### config.mk
export PLATFORM = sky130hd
export DESIGN_NAME = prefixed_number_token_parser_top
export DESIGN_NICKNAME = d
export VERILOG_FILES = /design/src/sv/pntp_pkg.sv /design/src/sv/pntp_step.sv /design/src/sv/prefixed_number_token_parser_top.sv
export SDC_FILE = /design/constraint.sdc
export NUM_CORES = 1
export LEC_CHECK = 0
export CORE_UTILIZATION = 25
export CTS_BUF_LIST = sky130_fd_sc_hd__clkbuf_4
export DETAILED_ROUTE_END_ITERATION = 12
export DONT_BUFFER_PORTS = 1
export PLACE_DENSITY = 0.48
export SYNTH_ARGS = -nofsm -noshare
export SYNTH_HDL_FRONTEND = slang
export SYNTH_SLANG_ARGS = --single-unit
### constraint.sdc
create_clock -name clk -period 9.2 [get_ports clk]
set_input_delay 0.92 -clock clk [delete_from_list [all_inputs] [get_ports clk]]
set_output_delay 0.92 -clock clk [all_outputs]
set_load 0.05 [all_outputs]
### src/sv/pntp_pkg.sv
`timescale 1ns / 1ps
`default_nettype none

package pntp_pkg;

    // Width of a number base (covers 0..63)
    localparam int unsigned BASE_W = 6;

    // Prefix characters
    localparam logic [7:0] CHAR_HEX   = 8'h24;   // '$'
    localparam logic [7:0] CHAR_BIN   = 8'h25;   // '%'
    localparam logic [7:0] CHAR_DEC   = 8'h23;   // '#'
    localparam logic [7:0] CHAR_MINUS = 8'h2D;   // '-'

    // Bases selected by the prefixes, and the reset base
    localparam logic [BASE_W-1:0] BASE_HEX   = 6'd16;
    localparam logic [BASE_W-1:0] BASE_BIN   = 6'd2;
    localparam logic [BASE_W-1:0] BASE_DEC   = 6'd10;
    localparam logic [BASE_W-1:0] BASE_RESET = 6'd10;

    // Per-token control flags
    typedef struct packed {
        logic negative;
        logic at_first;
        logic bad_digit;
    } tok_flags_t;

    localparam tok_flags_t FLAGS_CLEAR = '{negative: 1'b0, at_first: 1'b1, bad_digit: 1'b0};

endpackage

`default_nettype wire

### src/sv/pntp_step.sv
`timescale 1ns / 1ps
`default_nettype none

// Next-state and result logic for one character of a token.
module pntp_step #(
    parameter int unsigned VALUE_BITS = 32
) (
    input  wire logic [7:0]                  character,
    input  wire logic                        last_char,
    input  wire logic [pntp_pkg::BASE_W-1:0] default_base,
    input  wire logic [VALUE_BITS-1:0]       acc,
    input  wire logic [pntp_pkg::BASE_W-1:0] base,
    input  wire pntp_pkg::tok_flags_t        flags,
    output logic [VALUE_BITS-1:0]            acc_next,
    output logic [pntp_pkg::BASE_W-1:0]      base_next,
    output pntp_pkg::tok_flags_t             flags_next,
    output logic                             res_is_number,
    output logic [31:0]                      res_value
);

    logic                        is_digit_char;
    logic [pntp_pkg::BASE_W-1:0] digit;
    logic [pntp_pkg::BASE_W-1:0] eff_base;
    logic                        is_prefix;
    logic                        take;
    logic                        digit_ok;
    logic [VALUE_BITS-1:0]       prod;
    logic [VALUE_BITS-1:0]       acc_upd;
    logic                        bad_upd;
    logic                        neg_upd;
    logic [VALUE_BITS-1:0]       signed_val;

    // Decode the character into a digit value, case-insensitive
    always_comb
    begin
        is_digit_char = 1'b0;
        digit         = '0;
        if (character >= 8'h30 && character <= 8'h39)
        begin
            is_digit_char = 1'b1;
            digit         = pntp_pkg::BASE_W'(character - 8'h30);
        end
        else if (character >= 8'h61 && character <= 8'h7A)
        begin
            is_digit_char = 1'b1;
            digit         = pntp_pkg::BASE_W'(character - 8'h57);
        end
        else if (character >= 8'h41 && character <= 8'h5A)
        begin
            is_digit_char = 1'b1;
            digit         = pntp_pkg::BASE_W'(character - 8'h37);
        end
    end

    // Pick the base and detect a prefix on the first character
    always_comb
    begin
        eff_base  = flags.at_first ? default_base : base;
        is_prefix = 1'b0;
        neg_upd   = flags.negative;
        if (flags.at_first)
        begin
            unique case (character)
                pntp_pkg::CHAR_HEX:
                begin
                    eff_base  = pntp_pkg::BASE_HEX;
                    is_prefix = 1'b1;
                end
                pntp_pkg::CHAR_BIN:
                begin
                    eff_base  = pntp_pkg::BASE_BIN;
                    is_prefix = 1'b1;
                end
                pntp_pkg::CHAR_DEC:
                begin
                    eff_base  = pntp_pkg::BASE_DEC;
                    is_prefix = 1'b1;
                end
                pntp_pkg::CHAR_MINUS:
                begin
                    is_prefix = 1'b1;
                    neg_upd   = 1'b1;
                end
                default:
                begin
                    is_prefix = 1'b0;
                end
            endcase
        end
    end

    // Multiply-add one digit into the accumulator
    assign take     = !is_prefix && !flags.bad_digit;
    assign digit_ok = is_digit_char && (digit < eff_base);
    assign prod     = acc * {{(VALUE_BITS-pntp_pkg::BASE_W){1'b0}}, eff_base};

    always_comb
    begin
        acc_upd = acc;
        bad_upd = flags.bad_digit;
        if (take)
        begin
            if (digit_ok)
                acc_upd = prod + {{(VALUE_BITS-pntp_pkg::BASE_W){1'b0}}, digit};
            else
                bad_upd = 1'b1;
        end
    end

    // Finish the token on its last character
    assign signed_val    = neg_upd ? (~acc_upd + {{(VALUE_BITS-1){1'b0}}, 1'b1}) : acc_upd;
    assign res_is_number = !bad_upd;

    generate
        if (VALUE_BITS >= 32)
        begin : g_trunc
            assign res_value = bad_upd ? 32'd0 : signed_val[31:0];
        end
        else
        begin : g_ext
            assign res_value = bad_upd ? 32'd0 : {{(32-VALUE_BITS){1'b0}}, signed_val};
        end
    endgenerate

    // Clear the token state after the last character
    always_comb
    begin
        if (last_char)
        begin
            acc_next   = '0;
            base_next  = default_base;
            flags_next = pntp_pkg::FLAGS_CLEAR;
        end
        else
        begin
            acc_next   = acc_upd;
            base_next  = eff_base;
            flags_next = '{negative: neg_upd, at_first: 1'b0, bad_digit: bad_upd};
        end
    end

endmodule

`default_nettype wire

### src/sv/prefixed_number_token_parser_top.sv
`timescale 1ns / 1ps
`default_nettype none

// Prefixed number token parser. Characters of a token arrive one item per
// cycle on the slave stream unless stalled, with tlast on the final
// character. A leading '$', '%' or '#' selects base 16, 2 or 10 and a
// leading '-' negates the result; otherwise the base written through
// cfg_wr_data (reset 10) applies, sampled at the first character of each
// token. Each last character yields one result item: tuser is 1 when every
// character after any prefix is a digit of the base, tdata carries the
// value in 32-bit two's complement (zero when invalid). The multiply-add by
// the base sits between the token state registers and the result register,
// so a result appears in the cycle after its last character is accepted.
// Input stalls only while a result waits and the master side holds tready low.
module prefixed_number_token_parser_top #(
    parameter int unsigned VALUE_BITS = 32
) (
    input  wire logic        clk,
    input  wire logic        rst_n,
    // configuration: default base
    input  wire logic        cfg_wr_en,
    input  wire logic [5:0]  cfg_wr_data,
    // character stream
    input  wire logic        s_axis_tvalid,
    output logic             s_axis_tready,
    input  wire logic [7:0]  s_axis_tdata,   // [7:0] character
    input  wire logic        s_axis_tlast,   // last_char
    // result stream
    output logic             m_axis_tvalid,
    input  wire logic        m_axis_tready,
    output logic [31:0]      m_axis_tdata,   // [31:0] value
    output logic [0:0]       m_axis_tuser    // [0] is_number
);

    logic [pntp_pkg::BASE_W-1:0] default_base_reg;
    logic [VALUE_BITS-1:0]       acc_reg;
    logic [VALUE_BITS-1:0]       acc_next;
    logic [pntp_pkg::BASE_W-1:0] base_reg;
    logic [pntp_pkg::BASE_W-1:0] base_next;
    pntp_pkg::tok_flags_t        flags_reg;
    pntp_pkg::tok_flags_t        flags_next;
    logic                        res_is_number;
    logic [31:0]                 res_value;
    logic                        out_valid_reg;
    logic                        out_is_number_reg;
    logic [31:0]                 out_value_reg;
    logic                        in_fire;

    // Accept unless a result is waiting and stalled
    assign s_axis_tready = !out_valid_reg || m_axis_tready;
    assign in_fire       = s_axis_tvalid && s_axis_tready;

    // Hold the default base
    always_ff @(posedge clk or negedge rst_n)
    begin
        if (!rst_n)
            default_base_reg <= pntp_pkg::BASE_RESET;
        else if (cfg_wr_en)
            default_base_reg <= cfg_wr_data;
    end

    pntp_step #(
        .VALUE_BITS (VALUE_BITS)
    ) u_step (
        .character     (s_axis_tdata),
        .last_char     (s_axis_tlast),
        .default_base  (default_base_reg),
        .acc           (acc_reg),
        .base          (base_reg),
        .flags         (flags_reg),
        .acc_next      (acc_next),
        .base_next     (base_next),
        .flags_next    (flags_next),
        .res_is_number (res_is_number),
        .res_value     (res_value)
    );

    // Advance the token state on each accepted item
    always_ff @(posedge clk or negedge rst_n)
    begin
        if (!rst_n)
        begin
            acc_reg   <= '0;
            base_reg  <= pntp_pkg::BASE_RESET;
            flags_reg <= pntp_pkg::FLAGS_CLEAR;
        end
        else if (in_fire)
        begin
            acc_reg   <= acc_next;
            base_reg  <= base_next;
            flags_reg <= flags_next;
        end
    end

    // Result valid flag
    always_ff @(posedge clk or negedge rst_n)
    begin
        if (!rst_n)
            out_valid_reg <= 1'b0;
        else if (in_fire && s_axis_tlast)
            out_valid_reg <= 1'b1;
        else if (m_axis_tready)
            out_valid_reg <= 1'b0;
    end

    // Capture the result payload
    always_ff @(posedge clk)
    begin
        if (in_fire && s_axis_tlast)
        begin
            out_is_number_reg <= res_is_number;
            out_value_reg     <= res_value;
        end
    end

    assign m_axis_tvalid   = out_valid_reg;
    assign m_axis_tdata    = out_value_reg;
    assign m_axis_tuser[0] = out_is_number_reg;

`ifndef SYNTH
    a_rise_after_last: assert property (@(posedge clk) disable iff (!rst_n)
        $rose(m_axis_tvalid) |-> $past(in_fire && s_axis_tlast))
        else $error("result appeared without an accepted last character");

    a_invalid_zero: assert property (@(posedge clk) disable iff (!rst_n)
        (m_axis_tvalid && !m_axis_tuser[0]) |-> (m_axis_tdata == 32'd0))
        else $error("invalid token carries a nonzero value");

    a_token_cleared: assert property (@(posedge clk) disable iff (!rst_n)
        (in_fire && s_axis_tlast) |=>
            (flags_reg.at_first && !flags_reg.bad_digit && !flags_reg.negative
             && acc_reg == '0))
        else $error("token state not cleared after last character");
`endif

endmodule

`default_nettype wire
* Word-level counts from Yosys, hierarchy flattened
Cells that the tools add are included.
** Storage, ports and cells
- Output and inout port bits :: 35
- Bits in registers :: 81
** Cells by class
- Bitwise operators :: 1
- Muxes and demuxes :: 23
- Magnitude comparators :: 7
- $mul :: 1
- $add $sub $neg :: 5
- Eq/ne operators :: 4
- Reductions and logical operators :: 14
** Operator list (count)
- 2-to-1 mux 32 bit :: 4
- 2-to-1 mux 6 bit :: 6
- adder 32 x 1 -> 32 bit (second input constant) :: 1
- adder 32 x 6 -> 32 bit :: 1
- == test 8 x 6 -> 1 bit (second input constant) :: 4
- multiplier 32 x 6 -> 32 bit :: 1
- inverter 32 bit :: 1
- one-hot mux 6 bit (3 select lines) :: 1
- greater-or-equal comparator 8 x 7 -> 1 bit (second input constant) :: 2
- less-or-equal comparator 8 x 7 -> 1 bit (second input constant) :: 2
- subtractor 6 bit (second input constant) :: 2
- 2-to-1 mux 1 bit :: 11
- greater-or-equal comparator 8 x 6 -> 1 bit (second input constant) :: 1
- less-or-equal comparator 8 x 6 -> 1 bit (second input constant) :: 1
- logical AND 1 bit :: 7
- < comparator 6 bit :: 1
- subtractor 6 x 5 -> 6 bit (second input constant) :: 1
- logical NOT 1 bit :: 4
- OR reduction 4 bit :: 1
- 2-to-1 mux 3 bit :: 1
- nonzero test 2 bit :: 1
- logical OR 1 bit :: 1

* Logic depth before layout (Yosys ltp)
- Depth after elaboration :: 12
- Gate-level depth with buffers :: 29

* Modules after synthesis
From an unflattened synthesis, not the netlist that was laid out.
** Unflattened totals
- Cells, all modules :: 1206
- Area, all modules :: 11458.5 um2
** By module, submodules not included
- pntp_step :: cells each 1068, instances 1, area an instance 8493.1 um2, sequential area each 0.0 um2
- prefixed_number_token_parser_top :: cells each 138, instances 1, area an instance 2965.3 um2, sequential area each 2198.4 um2

* Worst setup path before layout
No wires, ideal clock.
- Path type :: input-to-reg
- Start :: input s_axis_tdata[4]
- End :: register out_value_reg[28] (netlist: m_axis_tdata[28]) (data pin)
- Path buffers :: 2
- Setup time :: 131 ps
- Arrival :: 7472 ps
- Data required time :: 9069 ps
- Setup slack :: 1597 ps
- Stages on the path :: 26
- Cell sequence :: inv_1 ha_1 nor4b_1 o21ai_0 a31oi_1 clkbuf_1 clkbuf_1 nand2b_1 fa_1 fa_1 inv_1 fa_1 inv_1 fa_1 inv_1 ha_1 o211ai_1 a211oi_1 a21oi_1 mux2i_1 a2111oi_0 nor4_4 o211ai_2 nor4_1 or4_1 nand2_1
** Between the ends
- Longest elaborated chain between the ends :: 12
- Elaborated cells between the ends (all ways) :: 42
- Those cells by class :: 5 x add/sub; 1 x mul; 7 x order compare; 4 x eq/ne; 17 x mux; 1 x bitwise; 7 x reduce/logical
** Ends and longest elaborated chain
- start, declared :: line prefixed_number_token_parser_top.sv:26 : input wire logic [7:0] s_axis_tdata,
- parallel branches: the longest is 12 deep, another holds multiplier 32 x 6 -> 32 bit
- end signal, assigned :: line prefixed_number_token_parser_top.sv:112 : out_value_reg <= res_value;
- end, declared :: line prefixed_number_token_parser_top.sv:46 : logic [31:0] out_value_reg;
Parallel ways; which one is timed is not known.
A chain may end at the register's enable or synchronous reset.

* Worst setup path in the final report
- Start :: input s_axis_tdata[4]
- End :: register out_value_reg[31] (netlist: m_axis_tdata[31]) (data pin)
The elaborated chain is that of the path after synthesis.

==> out/metrics.csv <==
metric,value,unit
status,"complete, no violations",
"most used cell, CP",inv_1,
ys async rst share,59.3,%
WHS,0.0537,ns
later-pin clock latency in the skew report,0.53,ns
complex-gate fraction of the synthesized area,16.1,%
row count,77,
XOR/XNOR Fraction of Synth Area,4.86,%
worst-margin pin slew,1.11,ns
"commonest cells after routing, fill and taps aside","fa_1, nand2_1, and2_1",
Max Fclk,125,MHz
Post-Synth Simple-Gate Area,22.2,%
placer's final routability congestion estimate,0.862,
largest family of logic cells by synthesized area,adder cells,
CTS buffer count,9,
Final setup violation count,0,
CTS Sinks,81,
Chip Width,214,µm
Syn. warnings,0,
Slew headroom,25.6,%
Bufs and invs on worst path,5,
Setup TNS,0,ns
dpl hpwl,26.5,mm
cell area after synthesis,11200,µm²
CTS tree,done,
core area,44200,µm²
CP top delay family,adder cells,
CP required,9.47,ns
fraction of synthesized area in multiplexers,3.15,%
endpoints failing hold,0,
vias in the first global route,9355,
#FFs+latches synth,81,
CP max FO,19,
Worst Hold Class,input port to async pin,
proportion of layout cells with a drive suffix above 1,7.27,%
area of the multi-input gates,8450,µm²
WS Path Type,input port to register,
largest cells by area after synthesis,"fa_1, dfrtp_1, edfxtp_1",
PostCTS Resize Cnt,0,
root buffer cell,clkbuf_4,
first-pass GRT wire length,56.4,mm
Pleak,5.48,nW
clk_skew,0.0349,ns
Vias/cell,5.04,
Pins Over Slew Limit,0,
H-tree lvl count,3,
Avg Synthesized Cell Area,9.12,µm²
DRC,0,
register area share after synthesis,19.6,%
"Primary FF master, synth",dfrtp_1,
"commonest non-fill, non-tap cell in the layout",fa_1,
via count,8954,
number of routed nets with antenna violations,0,
Finished Core Util,27.0,%
sequential cell area,2200,µm²
CTS Hold Bufs,0,
Syn Nets,1438,
DR pass1 iterations,5,
Cells after Synth,1227,
GRT Resource Usage Total,16.2,%
routed length on met3,1.47,mm
uppermost routed layer,met4,
leading area contributor after synthesis,fa_1,
Worst R2R Setup Slack,1.71,ns
total chip power,1.30,mW
final WL,35.3,mm
Clock Path Buffers,2,
Cell variety after synth,88,
wire per inst,19.9,µm
port bufs,0,
die height,214,µm
Initial Util,25.3,%
met2 wire len,16.9,mm
RSZ-0062 raised after global routing,false,
I/O pin count,55,
die area,45600,µm²
maximum vdd ir drop,0.0709,mV
area grow syn2layout,6.73,%
largest net degree at the start of global routing,49,
"Largest stage delay, worst path",0.59,ns
Final min period,8.01,ns
Post-synth EDFFs,33,
crit path DAT,8.28,ns
setup bufs post-CTS,0,
Crit. End Element,register,
Final period util,87.1,%
initial antenna violation count,2,
total grt overflow,0,
fill count,4711,
top cell type's share of synthesized area,20.0,%
Initial DRC Count,583,
Final Net Count,1389,
PwrDens,109,nW/µm²
Clock transition at path regs,0.18,ns
max_cap viols,0,
Worst Setup Start Kind,input port,
Post-Synth Adder-Cell Area,28.9,%
WL met1,16.3,mm
Worst path slowest cell,or4b_1,
[stage by stage]
step	cell area [µm²]	setup slack, ns	cells
global route	11900	0.749	1777
CTS	11900	1.26	1775
detailed placement	11800	0.715	1759
global placement	11800	0.798	1759
finish	11900	1.19	1777
floorplan	11200	1.60	1227
[worst paths after layout]
path,to,from,cells after the start
max,m_axis_tdata[31],s_axis_tdata[4],25
min,acc_reg[19],rst_n,0
max reg2reg,m_axis_tdata[31],flags_reg[1],19
min reg2reg,base_reg[1],base_reg[1],2
max in group asynchronous,flags_reg[1],rst_n,0
min in group clk,base_reg[1],base_reg[1],2
[cell type report]
type	instances	share of cell area [%]
antenna	2	0.0419
multi-input combinational	1002	70.7
timing repair buffer	19	1.19
tap	592	6.20
inverter	65	2.04
clock buffer	10	0.629
clock inverter	6	0.765
sequential	81	18.4
[power by group]
| group | leakage (nW) | switching, mW | internal (mW) |
|---|---|---|---|
| sequential | 0.953 | 0.0528 | 0.401 |
| combinational | 4.43 | 0.387 | 0.180 |
| clock | 0.0910 | 0.167 | 0.115 |
| total | 5.48 | 0.606 | 0.695 |
[cell families after synthesis]
logic type | count (synthesis)
multiplexers | 33
AND/OR/NAND/NOR | 459
XOR/XNOR | 59
buffers and inverters | 144
AO/OA/AOI/OAI | 260
adder cells (fa/ha/maj) | 191
flip-flops | 81
[cells in the mapped netlist, types with 5 or more instances]
cell	count
buf_1	7
inv_1	65
nand3_1	10
a211oi_1	11
nor3b_1	5
dfstp_2	5
a21oi_1	38
nand2b_1	8
a2111oi_0	5
a21o_1	15
edfxtp_1	33
or2_2	9
clkbuf_1	57
a22o_1	15
o21a_1	11
nor2b_1	56
fa_1	112
mux2i_1	24
or3_1	7
xnor2_1	32
nor2_1	75
nor3_1	27
nand2_1	101
nand4_1	8
xor2_1	25
o21ai_0	72
nor4_1	9
and2_1	92
mux2_2	8
ha_1	79
dfrtp_1	43
and3_1	30
o211ai_1	8
o22ai_1	14
o31ai_1	8
buf_2	8
[layer usage]
metal  global-route usage (%)  vias up
met2                     27.1      187
met4                     4.36        0
li1                         -     4180
met5                        0        -
met3                     2.34       41
met1                     21.9     4546
Note: power is estimated with default switching activity, not from simulation.
